--- config.mk ---
export PLATFORM = sky130hd
export DESIGN_NAME = sampled_curve_event_locator_top
export DESIGN_NICKNAME = d
export VERILOG_FILES = /design/src/design/scel_pkg.sv /design/src/design/sampled_curve_event_locator_top.sv /design/src/design/scel_iter_unit.sv
export SDC_FILE = /design/constraint.sdc
export NUM_CORES = 2
export LEC_CHECK = 0
export BUFFER_PORTS_ARGS = -buffer_cell sky130_fd_sc_hd__clkbuf_2
export CAP_MARGIN = 20
export CORE_ASPECT_RATIO = 1.1
export CORE_UTILIZATION = 55
export CTS_CLUSTER_SIZE = 30
export DETAILED_ROUTE_END_ITERATION = 10
export PLACE_DENSITY = 0.71
export SLEW_MARGIN = 5
export SYNTH_ARGS = -nofsm -noshare
export SYNTH_HDL_FRONTEND = slang
export SYNTH_SLANG_ARGS = --single-unit
--- constraint.sdc ---
create_clock -name clock -period 12.2 [get_ports clock]
set_clock_uncertainty 0.1 [all_clocks]
set_input_delay 1.22 -clock clock [delete_from_list [all_inputs] [get_ports clock]]
set_output_delay 1.22 -clock clock [all_outputs]
set_load 0.01 [all_outputs]
--- src/design/scel_pkg.sv ---
`default_nettype none

package scel_pkg;

   // Fixed sample format: signed Q16.16.
   localparam int DATA_WIDTH = 32;
   localparam int FRAC_BITS  = 16;
   localparam int COUNT_W    = 16;

   // Widths of the shared iterative unit.
   localparam int WIDE_W = 72;
   localparam int OPB_W  = 36;
   localparam int REM_W  = 40;
   localparam int ROOT_W = 36;
   localparam int CNT_W  = 6;

   // Configuration register indexes.
   localparam int CSR_INDEX_W = 1;
   localparam logic [CSR_INDEX_W-1:0] CSR_DETECT_MODE  = 1'b0;
   localparam logic [CSR_INDEX_W-1:0] CSR_RESULT_LIMIT = 1'b1;

   typedef enum logic [1:0] {
      MODE_MAXIMA,
      MODE_MINIMA,
      MODE_RISING,
      MODE_FALLING
   } detect_mode_type;

   typedef enum logic [1:0] {
      IU_MUL,
      IU_SQRT,
      IU_DIV
   } iu_op_type;

   typedef struct packed {
      logic      start;
      iu_op_type op;
   } iu_cmd_type;

endpackage

`default_nettype wire

--- src/design/sampled_curve_event_locator_top.sv ---
// Sequence: a sample that gives no event passes through evaluate, decide and finish and
// frees the block; an extremum adds the divide (where the curvature is not zero) and the
// placing multiply, and a zero crossing adds two multiplies, the root and the root choice.
// Throughput: one sample at a time; the shared shift-add, root and divide unit does one
// step per cycle while busy, so its multiplies, the 36-step root and 16-step divide set it.
// Reset (synchronous, active high) clears the window, the event count and the output,
// and sets the mode to maxima and the limit to 64.
`default_nettype none

module sampled_curve_event_locator_top import scel_pkg::*; (
   input  logic                         clock,
   input  logic                         reset,
   input  logic                         req_valid,
   output logic                         req_ready,
   input  logic signed [DATA_WIDTH-1:0] req_x_value,
   input  logic signed [DATA_WIDTH-1:0] req_y_value,
   input  logic                         req_last_sample,
   output logic                         rsp_valid,
   input  logic                         rsp_ready,
   output logic signed [DATA_WIDTH-1:0] rsp_event_x,
   output logic [COUNT_W-1:0]           rsp_event_count,
   input  logic                         csr_write_enable,
   input  logic [CSR_INDEX_W-1:0]       csr_index,
   input  logic [COUNT_W-1:0]           csr_write_data
);

   typedef enum logic [3:0] {
      ST_IDLE,
      ST_EVAL,
      ST_DECIDE,
      ST_MUL_B,
      ST_MUL_AC,
      ST_SQRT,
      ST_ROOTS,
      ST_DIV,
      ST_PLACE,
      ST_PLACE_MUL,
      ST_FINISH
   } state_type;

   state_type state_ff;

   detect_mode_type      mode_ff;
   logic [COUNT_W-1:0]   limit_ff;
   logic [COUNT_W-1:0]   events_found_ff;
   logic [1:0]           samples_seen_ff;

   logic signed [DATA_WIDTH-1:0] older_x_ff, older_y_ff, middle_x_ff, middle_y_ff;
   logic signed [DATA_WIDTH-1:0] x2_ff, y2_ff;
   logic                         last_ff;

   logic signed [34:0] a2_ff;
   logic signed [33:0] b2_ff;
   logic signed [32:0] dx_ff;
   logic signed [37:0] r1_ff, r2_ff;
   logic [WIDE_W-1:0]  d_ff;
   logic               hit_ff;
   logic               tneg_ff;
   logic [FRAC_BITS-1:0] tq_ff;
   logic signed [DATA_WIDTH-1:0] place_x_ff;

   logic                         rsp_valid_ff;
   logic signed [DATA_WIDTH-1:0] rsp_x_ff;
   logic [COUNT_W-1:0]           rsp_count_ff;

   iu_cmd_type        iu_cmd_ff;
   logic [WIDE_W-1:0] iu_opa_ff;
   logic [OPB_W-1:0]  iu_opb_ff;
   logic              iu_done;
   logic [WIDE_W-1:0] iu_result;

   logic signed [34:0] a2_in;
   logic signed [33:0] b2_in;
   logic signed [32:0] dx_in;
   logic [34:0] a2_mag;
   logic [33:0] b2_mag;
   logic [32:0] dx_mag;
   logic [31:0] y1_mag;
   logic [35:0] den;
   logic [37:0] r1_mag, r2_mag;
   logic [WIDE_W:0] d_diff;
   logic [WIDE_W-1:0] d_sum;
   logic        same_sign;
   logic        window_ok;
   logic        cond_max, cond_min, cond_rise, cond_fall;
   logic signed [37:0] n_in;
   logic signed [37:0] root_s;
   logic [32:0] prod;
   logic signed [34:0] off;
   logic signed [34:0] place_sum;
   logic signed [DATA_WIDTH-1:0] place_sat;

   scel_iter_unit u_iter (
      .clock     (clock),
      .reset     (reset),
      .iu_cmd    (iu_cmd_ff),
      .iu_opa    (iu_opa_ff),
      .iu_opb    (iu_opb_ff),
      .iu_done   (iu_done),
      .iu_result (iu_result)
   );

   // Parabola coefficients in doubled units and the sample step.
   always_comb begin
      a2_in = 35'(older_y_ff) + 35'(y2_ff) - (35'(middle_y_ff) <<< 1);
      b2_in = 34'(y2_ff) - 34'(older_y_ff);
      dx_in = 33'(middle_x_ff) - 33'(older_x_ff);
   end

   // Magnitudes, window tests and the discriminant arithmetic.
   always_comb begin
      a2_mag    = a2_ff[34] ? 35'(-a2_ff) : 35'(a2_ff);
      b2_mag    = b2_ff[33] ? 34'(-b2_ff) : 34'(b2_ff);
      dx_mag    = dx_ff[32] ? 33'(-dx_ff) : 33'(dx_ff);
      y1_mag    = middle_y_ff[31] ? 32'(-middle_y_ff) : 32'(middle_y_ff);
      den       = {a2_mag, 1'b0};
      r1_mag    = r1_ff[37] ? 38'(-r1_ff) : 38'(r1_ff);
      r2_mag    = r2_ff[37] ? 38'(-r2_ff) : 38'(r2_ff);
      window_ok = (samples_seen_ff == 2'd2) && (events_found_ff < limit_ff);
      cond_max  = (older_y_ff < middle_y_ff) && (y2_ff < middle_y_ff);
      cond_min  = (older_y_ff > middle_y_ff) && (y2_ff > middle_y_ff);
      cond_rise = (older_y_ff < 0) && (middle_y_ff <= 0) && (y2_ff > 0);
      cond_fall = (older_y_ff > 0) && (middle_y_ff >= 0) && (y2_ff < 0);
      same_sign = ((a2_ff > 0) && (middle_y_ff > 0)) || ((a2_ff < 0) && (middle_y_ff < 0));
      d_diff    = {1'b0, d_ff} - {1'b0, iu_result};
      d_sum     = d_ff + iu_result;
      n_in      = (a2_ff > 0) ? -38'(b2_ff) : 38'(b2_ff);
      root_s    = $signed({2'b00, iu_result[ROOT_W-1:0]});
      prod      = iu_result[FRAC_BITS +: 33];
      off       = (tneg_ff != dx_ff[32]) ? -$signed({2'b00, prod}) : $signed({2'b00, prod});
      place_sum = 35'(middle_x_ff) + off;
      if (place_sum > 35'sd2147483647) begin
         place_sat = {1'b0, {(DATA_WIDTH-1){1'b1}}};
      end else if (place_sum < -35'sd2147483648) begin
         place_sat = {1'b1, {(DATA_WIDTH-1){1'b0}}};
      end else begin
         place_sat = place_sum[DATA_WIDTH-1:0];
      end
   end

   // Sequencer, window, configuration and output register.
   always_ff @(posedge clock) begin
      iu_cmd_ff.start <= 1'b0;
      if (reset) begin
         state_ff        <= ST_IDLE;
         mode_ff         <= MODE_MAXIMA;
         limit_ff        <= COUNT_W'(64);
         events_found_ff <= '0;
         samples_seen_ff <= '0;
         older_x_ff      <= '0;
         older_y_ff      <= '0;
         middle_x_ff     <= '0;
         middle_y_ff     <= '0;
         rsp_valid_ff    <= 1'b0;
         iu_cmd_ff       <= '{start: 1'b0, op: IU_MUL};
      end else begin
         if (csr_write_enable) begin
            if (csr_index == CSR_DETECT_MODE) begin
               mode_ff <= detect_mode_type'(csr_write_data[1:0]);
            end else if (csr_index == CSR_RESULT_LIMIT) begin
               limit_ff <= csr_write_data;
            end
         end
         // The output register empties on acceptance unless a new event refills it.
         if (rsp_valid_ff && rsp_ready && !((state_ff == ST_FINISH) && hit_ff)) begin
            rsp_valid_ff <= 1'b0;
         end
         case (state_ff)
            ST_IDLE: begin
               if (req_valid) begin
                  x2_ff    <= req_x_value;
                  y2_ff    <= req_y_value;
                  last_ff  <= req_last_sample;
                  state_ff <= ST_EVAL;
               end
            end
            ST_EVAL: begin
               a2_ff    <= a2_in;
               b2_ff    <= b2_in;
               dx_ff    <= dx_in;
               hit_ff   <= 1'b0;
               tneg_ff  <= 1'b0;
               tq_ff    <= '0;
               state_ff <= ST_DECIDE;
            end
            ST_DECIDE: begin
               state_ff <= ST_FINISH;
               if (window_ok) begin
                  if (((mode_ff == MODE_MAXIMA) && cond_max) ||
                      ((mode_ff == MODE_MINIMA) && cond_min)) begin
                     hit_ff <= 1'b1;
                     if (a2_ff == '0) begin
                        state_ff <= ST_PLACE;
                     end else begin
                        tneg_ff   <= (b2_ff != '0) && ((b2_ff > 0) == (a2_ff > 0));
                        iu_cmd_ff <= '{start: 1'b1, op: IU_DIV};
                        iu_opa_ff <= WIDE_W'(b2_mag);
                        iu_opb_ff <= den;
                        state_ff  <= ST_DIV;
                     end
                  end else if (((mode_ff == MODE_RISING) && cond_rise) ||
                               ((mode_ff == MODE_FALLING) && cond_fall)) begin
                     iu_cmd_ff <= '{start: 1'b1, op: IU_MUL};
                     iu_opa_ff <= WIDE_W'(b2_mag);
                     iu_opb_ff <= OPB_W'(b2_mag);
                     state_ff  <= ST_MUL_B;
                  end
               end
            end
            ST_MUL_B: begin
               if (iu_done) begin
                  d_ff      <= iu_result;
                  iu_cmd_ff <= '{start: 1'b1, op: IU_MUL};
                  iu_opa_ff <= WIDE_W'({a2_mag, 3'b000});
                  iu_opb_ff <= OPB_W'(y1_mag);
                  state_ff  <= ST_MUL_AC;
               end
            end
            ST_MUL_AC: begin
               if (iu_done) begin
                  if (same_sign && d_diff[WIDE_W]) begin
                     // Negative discriminant: no crossing.
                     state_ff <= ST_FINISH;
                  end else begin
                     hit_ff <= 1'b1;
                     if (a2_ff == '0) begin
                        state_ff <= ST_PLACE;
                     end else begin
                        iu_cmd_ff <= '{start: 1'b1, op: IU_SQRT};
                        iu_opa_ff <= same_sign ? d_diff[WIDE_W-1:0] : d_sum;
                        state_ff  <= ST_SQRT;
                     end
                  end
               end
            end
            ST_SQRT: begin
               if (iu_done) begin
                  r2_ff    <= n_in + root_s;
                  r1_ff    <= n_in - root_s;
                  state_ff <= ST_ROOTS;
               end
            end
            ST_ROOTS: begin
               // Prefer the larger root when it lies strictly within one step.
               if (r2_mag < 38'(den)) begin
                  tneg_ff   <= r2_ff[37];
                  iu_cmd_ff <= '{start: 1'b1, op: IU_DIV};
                  iu_opa_ff <= WIDE_W'(r2_mag);
                  iu_opb_ff <= den;
                  state_ff  <= ST_DIV;
               end else if (r1_mag < 38'(den)) begin
                  tneg_ff   <= r1_ff[37];
                  iu_cmd_ff <= '{start: 1'b1, op: IU_DIV};
                  iu_opa_ff <= WIDE_W'(r1_mag);
                  iu_opb_ff <= den;
                  state_ff  <= ST_DIV;
               end else begin
                  state_ff <= ST_PLACE;
               end
            end
            ST_DIV: begin
               if (iu_done) begin
                  tq_ff    <= iu_result[FRAC_BITS-1:0];
                  state_ff <= ST_PLACE;
               end
            end
            ST_PLACE: begin
               iu_cmd_ff <= '{start: 1'b1, op: IU_MUL};
               iu_opa_ff <= WIDE_W'(dx_mag);
               iu_opb_ff <= OPB_W'(tq_ff);
               state_ff  <= ST_PLACE_MUL;
            end
            ST_PLACE_MUL: begin
               if (iu_done) begin
                  place_x_ff <= place_sat;
                  state_ff   <= ST_FINISH;
               end
            end
            ST_FINISH: begin
               // Wait for a free output register before handing over an event.
               if (!hit_ff || !rsp_valid_ff || rsp_ready) begin
                  if (hit_ff) begin
                     rsp_valid_ff <= 1'b1;
                     rsp_x_ff     <= place_x_ff;
                     rsp_count_ff <= events_found_ff + COUNT_W'(1);
                  end
                  if (last_ff) begin
                     older_x_ff      <= '0;
                     older_y_ff      <= '0;
                     middle_x_ff     <= '0;
                     middle_y_ff     <= '0;
                     samples_seen_ff <= '0;
                     events_found_ff <= '0;
                  end else begin
                     if (hit_ff) begin
                        events_found_ff <= events_found_ff + COUNT_W'(1);
                     end
                     older_x_ff  <= middle_x_ff;
                     older_y_ff  <= middle_y_ff;
                     middle_x_ff <= x2_ff;
                     middle_y_ff <= y2_ff;
                     if (samples_seen_ff != 2'd2) begin
                        samples_seen_ff <= samples_seen_ff + 2'd1;
                     end
                  end
                  state_ff <= ST_IDLE;
               end
            end
            default: begin
               state_ff <= ST_IDLE;
            end
         endcase
      end
   end

   assign req_ready       = (state_ff == ST_IDLE);
   assign rsp_valid       = rsp_valid_ff;
   assign rsp_event_x     = rsp_x_ff;
   assign rsp_event_count = rsp_count_ff;

endmodule

`default_nettype wire

--- src/design/scel_iter_unit.sv ---
`default_nettype none

module scel_iter_unit import scel_pkg::*; (
   input  logic              clock,
   input  logic              reset,
   input  iu_cmd_type        iu_cmd,
   input  logic [WIDE_W-1:0] iu_opa,
   input  logic [OPB_W-1:0]  iu_opb,
   output logic              iu_done,
   output logic [WIDE_W-1:0] iu_result
);

   logic              busy_ff;
   logic              done_ff;
   iu_op_type         op_ff;
   logic [CNT_W-1:0]  cnt_ff;
   logic [WIDE_W-1:0] acc_ff;
   logic [WIDE_W-1:0] aux_ff;
   logic [REM_W-1:0]  rem_ff;
   logic [ROOT_W-1:0] q_ff;

   logic [REM_W-1:0]  sqrt_rem_in;
   logic [REM_W-1:0]  sqrt_trial;
   logic [REM_W-1:0]  div_rem_in;

   // Operands of one square root or division step.
   assign sqrt_rem_in = {rem_ff[REM_W-3:0], aux_ff[WIDE_W-1 -: 2]};
   assign sqrt_trial  = {2'b00, q_ff, 2'b01};
   assign div_rem_in  = {rem_ff[REM_W-2:0], 1'b0};

   // One multiply, root or divide step per cycle.
   always_ff @(posedge clock) begin
      done_ff <= 1'b0;
      if (reset) begin
         busy_ff <= 1'b0;
      end else if (iu_cmd.start) begin
         busy_ff <= 1'b1;
         op_ff   <= iu_cmd.op;
         acc_ff  <= '0;
         q_ff    <= '0;
         rem_ff  <= '0;
         aux_ff  <= iu_opa;
         case (iu_cmd.op)
            IU_MUL: begin
               q_ff <= iu_opb;
            end
            IU_SQRT: begin
               cnt_ff <= CNT_W'(ROOT_W - 1);
            end
            IU_DIV: begin
               rem_ff <= iu_opa[REM_W-1:0];
               aux_ff <= WIDE_W'(iu_opb);
               cnt_ff <= CNT_W'(FRAC_BITS - 1);
            end
            default: begin
               busy_ff <= 1'b0;
               done_ff <= 1'b1;
            end
         endcase
      end else if (busy_ff) begin
         case (op_ff)
            IU_MUL: begin
               // Shift-add multiply; stops once the multiplier runs out of ones.
               if (q_ff == '0) begin
                  busy_ff <= 1'b0;
                  done_ff <= 1'b1;
               end else begin
                  if (q_ff[0]) begin
                     acc_ff <= acc_ff + aux_ff;
                  end
                  aux_ff <= {aux_ff[WIDE_W-2:0], 1'b0};
                  q_ff   <= {1'b0, q_ff[ROOT_W-1:1]};
               end
            end
            IU_SQRT: begin
               // Restoring square root, two radicand bits per step.
               if (sqrt_rem_in >= sqrt_trial) begin
                  rem_ff <= sqrt_rem_in - sqrt_trial;
                  q_ff   <= {q_ff[ROOT_W-2:0], 1'b1};
               end else begin
                  rem_ff <= sqrt_rem_in;
                  q_ff   <= {q_ff[ROOT_W-2:0], 1'b0};
               end
               aux_ff <= {aux_ff[WIDE_W-3:0], 2'b00};
               if (cnt_ff == '0) begin
                  busy_ff <= 1'b0;
                  done_ff <= 1'b1;
               end else begin
                  cnt_ff <= cnt_ff - CNT_W'(1);
               end
            end
            IU_DIV: begin
               // Restoring fraction divide, one quotient bit per step.
               if (div_rem_in >= aux_ff[REM_W-1:0]) begin
                  rem_ff <= div_rem_in - aux_ff[REM_W-1:0];
                  q_ff   <= {q_ff[ROOT_W-2:0], 1'b1};
               end else begin
                  rem_ff <= div_rem_in;
                  q_ff   <= {q_ff[ROOT_W-2:0], 1'b0};
               end
               if (cnt_ff == '0) begin
                  busy_ff <= 1'b0;
                  done_ff <= 1'b1;
               end else begin
                  cnt_ff <= cnt_ff - CNT_W'(1);
               end
            end
            default: begin
               busy_ff <= 1'b0;
               done_ff <= 1'b1;
            end
         endcase
      end
   end

   assign iu_done   = done_ff;
   assign iu_result = (op_ff == IU_MUL) ? acc_ff : WIDE_W'(q_ff);

endmodule

`default_nettype wire

==> metrics.txt <==
# TYPE chip_impl_metric gauge
chip_impl_metric{name="cts.repair_timing.setup_buffer_count",unit=""} 0
chip_impl_metric{name="power.net_switching",unit="mW"} 6.423
chip_impl_metric{name="cts_made_buffers",unit=""} 103
chip_impl_info{name="clock_tree_from_tritoncts",value="built"} 1
chip_impl_metric{name="die_height",unit="um"} 384.7
chip_impl_metric{name="area_growth_syn_to_layout",unit="%"} 7.686
chip_impl_metric{name="vias_per_cell",unit=""} 6.313
chip_impl_info{name="hp-start",value="place_x_ff[31]"} 1
chip_impl_metric{name="worst_hold_slack",unit="ns"} 0.3161
chip_impl_metric{name="die_width",unit="um"} 349.9
chip_impl_metric{name="clock_power_share",unit="%"} 21.4
chip_impl_metric{name="die_area",unit="um2"} 134600
chip_impl_info{name="synth_top_family_by_area",value="compound AO/OA/AOI/OAI gates"} 1
chip_impl_info{name="worst_hold_path.endpoint",value="rsp_event_x[31]"} 1
chip_impl_metric{name="maxSlewHeadroom",unit="%"} 21.71
chip_impl_metric{name="synth_compound_gate_area_share",unit="%"} 21.69
chip_impl_info{name="outcome",value="completed"} 1
chip_impl_info{name="grt_setup_unrepaired",value="no"} 1
chip_impl_info{name="worst_path_max_delay_cell",value="sky130_fd_sc_hd__ha_1"} 1
chip_impl_metric{name="global_route.overflow_total",unit=""} 0
chip_impl_metric{name="fin_tns_setup",unit="ns"} 0
chip_impl_metric{name="muxShareOfSynthArea",unit="%"} 1.992
chip_impl_metric{name="path_clk_slew",unit="ns"} 0.07
chip_impl_metric{name="route.detailed.wl_per_inst",unit="um"} 23.88
chip_impl_metric{name="max_cap_viol_count",unit=""} 0
chip_impl_metric{name="dp.final_hpwl",unit="mm"} 188.3
chip_impl_metric{name="filler_cell_count",unit=""} 11580
chip_impl_metric{name="fmaxAchievable",unit="MHz"} 123.2
chip_impl_metric{name="site_rows",unit=""} 140
chip_impl_metric{name="routed_wirelength",unit="mm"} 241.4
chip_impl_metric{name="crit_fanout",unit=""} 59
chip_impl_metric{name="worst_hold_path.num_cells",unit=""} 0
chip_impl_metric{name="drt.antenna.violating_nets",unit=""} 0
chip_impl_metric{name="place.port_buffers",unit=""} 136
chip_impl_metric{name="peakVddDrop",unit="V"} 0.0001445
chip_impl_metric{name="number_of_detailed_route_iterations_in_the_first_pass",unit=""} 10
chip_impl_metric{name="report.final.setup_viol",unit=""} 0
chip_impl_info{name="timing.critical_path.from",value="u_iter.op_ff[0]"} 1
chip_impl_info{name="timing.critical_path.max_delay_family",value="compound AO/OA/AOI/OAI gates"} 1
chip_impl_metric{name="synth_sequential_area_ratio",unit="%"} 35.26
chip_impl_metric{name="worst_ep_required_time",unit="ns"} 12.43
chip_impl_metric{name="vias",unit=""} 63820
chip_impl_metric{name="num-nets-final",unit=""} 9035
chip_impl_metric{name="power_report.internal_total",unit="mW"} 8.445
chip_impl_metric{name="synthesis.area_per_instance",unit="um2"} 8.804
chip_impl_metric{name="yosys_warnings",unit=""} 0
chip_impl_metric{name="async_reset_ff_share",unit="%"} 0
chip_impl_metric{name="worst-r2r-setup-slack",unit="ns"} 4.08
chip_impl_metric{name="arrival",unit="ns"} 8.35
chip_impl_metric{name="post_synth_fa_ha_maj_area_fraction",unit="%"} 12.45
chip_impl_metric{name="syn_area",unit="um2"} 73240
chip_impl_info{name="synth_flop_cell",value="sky130_fd_sc_hd__edfxtp_1"} 1
chip_impl_metric{name="timing_hold_violations_final",unit=""} 0
chip_impl_metric{name="critical_path.n_buffers_inverters",unit=""} 3
chip_impl_metric{name="power_leakage",unit="nW"} 31.53
chip_impl_metric{name="drc_errors",unit=""} 0
chip_impl_info{name="end_kind",value="flop"} 1
chip_impl_metric{name="worst_slew_pin_slew",unit="ns"} 1.162
chip_impl_metric{name="synthDistinctLibCells",unit=""} 90
chip_impl_metric{name="drive_gt1_share",unit="%"} 6.024
chip_impl_info{name="timing_worst_setup_path_type",value="reg2reg"} 1
chip_impl_metric{name="pwr_cell_area",unit="nW/um2"} 188.5
chip_impl_info{name="min-delay-path-class",value="reg2reg"} 1
chip_impl_metric{name="clock_tree.htree_level_count",unit=""} 3
chip_impl_metric{name="ios",unit=""} 137
chip_impl_metric{name="core",unit="um2"} 132300
chip_impl_info{name="worstReg2RegStart",value="u_iter.op_ff[0]"} 1
chip_impl_metric{name="slew_viol_final",unit=""} 0
chip_impl_metric{name="cts.sink_count",unit=""} 918
chip_impl_metric{name="post-route-period-util",unit="%"} 66.55
chip_impl_metric{name="grt.total_usage",unit="%"} 34.97
chip_impl_metric{name="synthXorXnorAreaFrac",unit="%"} 7.785
chip_impl_metric{name="grt_first_pass_wirelength",unit="mm"} 361.2
chip_impl_metric{name="worst_r2r_path_depth",unit=""} 19
chip_impl_info{name="timing.critical_path.from_type",value="flop"} 1
chip_impl_metric{name="critical_path.max_stage_delay",unit="ns"} 0.77
chip_impl_metric{name="synth_enable_flop_cells",unit=""} 744
chip_impl_metric{name="number_of_hold_buffers_added_after_cts",unit=""} 0
chip_impl_metric{name="power.combinational.fraction",unit="%"} 48.1
chip_impl_metric{name="grt_antenna_before_repair",unit=""} 12
chip_impl_metric{name="yosys_register_bits",unit=""} 918
chip_impl_metric{name="gp_congestion",unit=""} 1.041
chip_impl_metric{name="post-route-min-period",unit="ns"} 8.119
chip_impl_info{name="worstPathCellList",value="inv_1, ha_1, o21ai_0, ha_1, inv_1, fa_1, a211oi_1, o21bai_1, a211oi_1, o31ai_2, a31oi_1, o311ai_2, o31ai_1, o31a_1, o21ai_1, a41o_1, o2111ai_1, nor2_4, buf_4"} 1
chip_impl_metric{name="synth_simple_gate_area_share",unit="%"} 15.58
chip_impl_metric{name="starting_density",unit="%"} 55.38
chip_impl_metric{name="synth_cells",unit=""} 8319
chip_impl_metric{name="grt_start_max_net_pins",unit=""} 189
chip_impl_info{name="rr_endpoint",value="iu_opa_ff[7]"} 1
chip_impl_metric{name="clk_latency",unit="ns"} 0.74
chip_impl_metric{name="first_iter_violations",unit=""} 6832
chip_impl_metric{name="clock_path_buffers",unit=""} 3
chip_impl_info{name="cts.root.buffer_cell",value="sky130_fd_sc_hd__clkbuf_16"} 1
chip_impl_metric{name="p_sw_share",unit="%"} 43.20
chip_impl_metric{name="p_seq_share",unit="%"} 30.5
chip_impl_metric{name="cp.depth",unit=""} 19
chip_impl_metric{name="vias_in_the_first_global_route",unit=""} 60540
chip_impl_metric{name="post_cts_resize_count",unit=""} 0
-- how the worst max path moves through the flow --
| stage | end | slack, ns |
|---|---|---|
| 2_1_floorplan | a2_ff[0] | 3.13 |
| 3_3_place_gp | place_x_ff[2] | 4.53 |
| 3_5_place_dp | iu_opa_ff[1] | 4.32 |
| 4_1_cts | iu_opa_ff[4] | 4.28 |
| 5_1_grt | iu_opa_ff[0] | 3.75 |
| 6_report | iu_opa_ff[7] | 4.08 |
-- synthesized netlist by cell type (60+ instances only) --
master                     instances  area share [%]
sky130_fd_sc_hd__a211oi_1         84            0.86
sky130_fd_sc_hd__a21o_1          274             2.8
sky130_fd_sc_hd__a21oi_1         773             5.3
sky130_fd_sc_hd__a31oi_1         102            0.87
sky130_fd_sc_hd__clkbuf_1        355             1.8
sky130_fd_sc_hd__dfxtp_1         174             4.8
sky130_fd_sc_hd__edfxtp_1        744              31
sky130_fd_sc_hd__ha_1            663              11
sky130_fd_sc_hd__inv_1           616             3.2
sky130_fd_sc_hd__mux2i_1         130             1.8
sky130_fd_sc_hd__nand2_1         596             3.1
sky130_fd_sc_hd__nand2b_1        108            0.92
sky130_fd_sc_hd__nand3_1         151             1.0
sky130_fd_sc_hd__nand4_1         107            0.91
sky130_fd_sc_hd__nor2_1          758             3.9
sky130_fd_sc_hd__nor2b_1          81            0.69
sky130_fd_sc_hd__nor3_1          185             1.3
sky130_fd_sc_hd__nor3b_1          73            0.75
sky130_fd_sc_hd__nor4_1           71            0.61
sky130_fd_sc_hd__o211ai_1         60            0.61
sky130_fd_sc_hd__o21a_1           66            0.68
sky130_fd_sc_hd__o21ai_0         524             3.6
sky130_fd_sc_hd__o21bai_1        104             1.1
sky130_fd_sc_hd__o31ai_1         116             1.2
sky130_fd_sc_hd__xnor2_1         455             5.4
sky130_fd_sc_hd__xor2_1          196             2.3
-- through the flow --
step | power [mW] | cell area (um2) | setup WS [ns] | utilization (%) | std cells
finish | 14.87 | 78870 | 4.081 | 59.64 | 10110
global route | 15.60 | 78870 | 3.752 | 59.64 | 10110
CTS | 14.69 | 78840 | 4.276 | 59.61 | 10110
detailed placement | 11.47 | 75450 | 4.316 | 57.05 | 9911
global placement | 11.40 | 75440 | 4.532 | 57.04 | 9909
floorplan | 9.271 | 73250 | 3.130 | - | 8320
-- state kept, by name (all words and copies together) (netlist names), 32 cells and up --
register,count
middle_y_ff,32
u_iter.acc_ff,72
r2_ff,37
x2_ff,32
rsp_event_x,32
d_ff,72
u_iter.aux_ff,72
b2_ff,32
u_iter.rem_ff,39
iu_opb_ff,36
u_iter.q_ff,36
iu_opa_ff,72
a2_ff,34
dx_ff,33
older_x_ff,32
r1_ff,38
middle_x_ff,32
older_y_ff,32
y2_ff,32
place_x_ff,32
-- layer usage --
metal	track usage (%)	wire length, um
met5	0	49
met4	16.46	12320
met3	6.253	20810
met2	54.39	105700
met1	47.13	102600
-- cell families after synthesis --
| family | Yosys count |
|---|---|
| flops | 918 |
| compound gates | 2495 |
| buf+inv | 1017 |
| xor+xnor | 651 |
| simple gates | 2388 |
| mux | 144 |
| fa+ha+maj | 704 |
| other cells | 2 |
-- layout by cell type, fill, tap and decap left out, types with 150 or more instances in the layout --
master and instances:
sky130_fd_sc_hd__xor2_1 196, sky130_fd_sc_hd__dfxtp_1 173, sky130_fd_sc_hd__nor2_1 751, sky130_fd_sc_hd__a21o_1 274, sky130_fd_sc_hd__edfxtp_1 744, sky130_fd_sc_hd__nor3_1 180, sky130_fd_sc_hd__nand2_1 596, sky130_fd_sc_hd__a21oi_1 772
sky130_fd_sc_hd__ha_1 660, sky130_fd_sc_hd__nand3_1 150, sky130_fd_sc_hd__inv_1 616, sky130_fd_sc_hd__o21ai_0 523, sky130_fd_sc_hd__xnor2_1 454
-- cell type report --
type,instances,area [um2],area share (%)
flip-flops and latches,918,25830,32.75
repair buffers,220,1338,1.696
clock buffers,132,2779,3.523
multi-input cells,6385,43790,55.51
clock inverters,62,605.6,0.7678
well taps,1775,2221,2.816
inverters,616,2312,2.932
diodes,1,2.502,0.003173
-- power groups by stage --
stage | sequential, mW | clock, mW | combinational (mW)
finish | 4.53 | 3.19 | 7.15
global route | 4.56 | 3.33 | 7.71
CTS | 4.51 | 3.22 | 6.96
detailed placement | 4.58 | 0 | 6.89
global placement | 4.57 | 0 | 6.83
floorplan | 4.43 | 0 | 4.85
(Power assumes the default switching activity.)
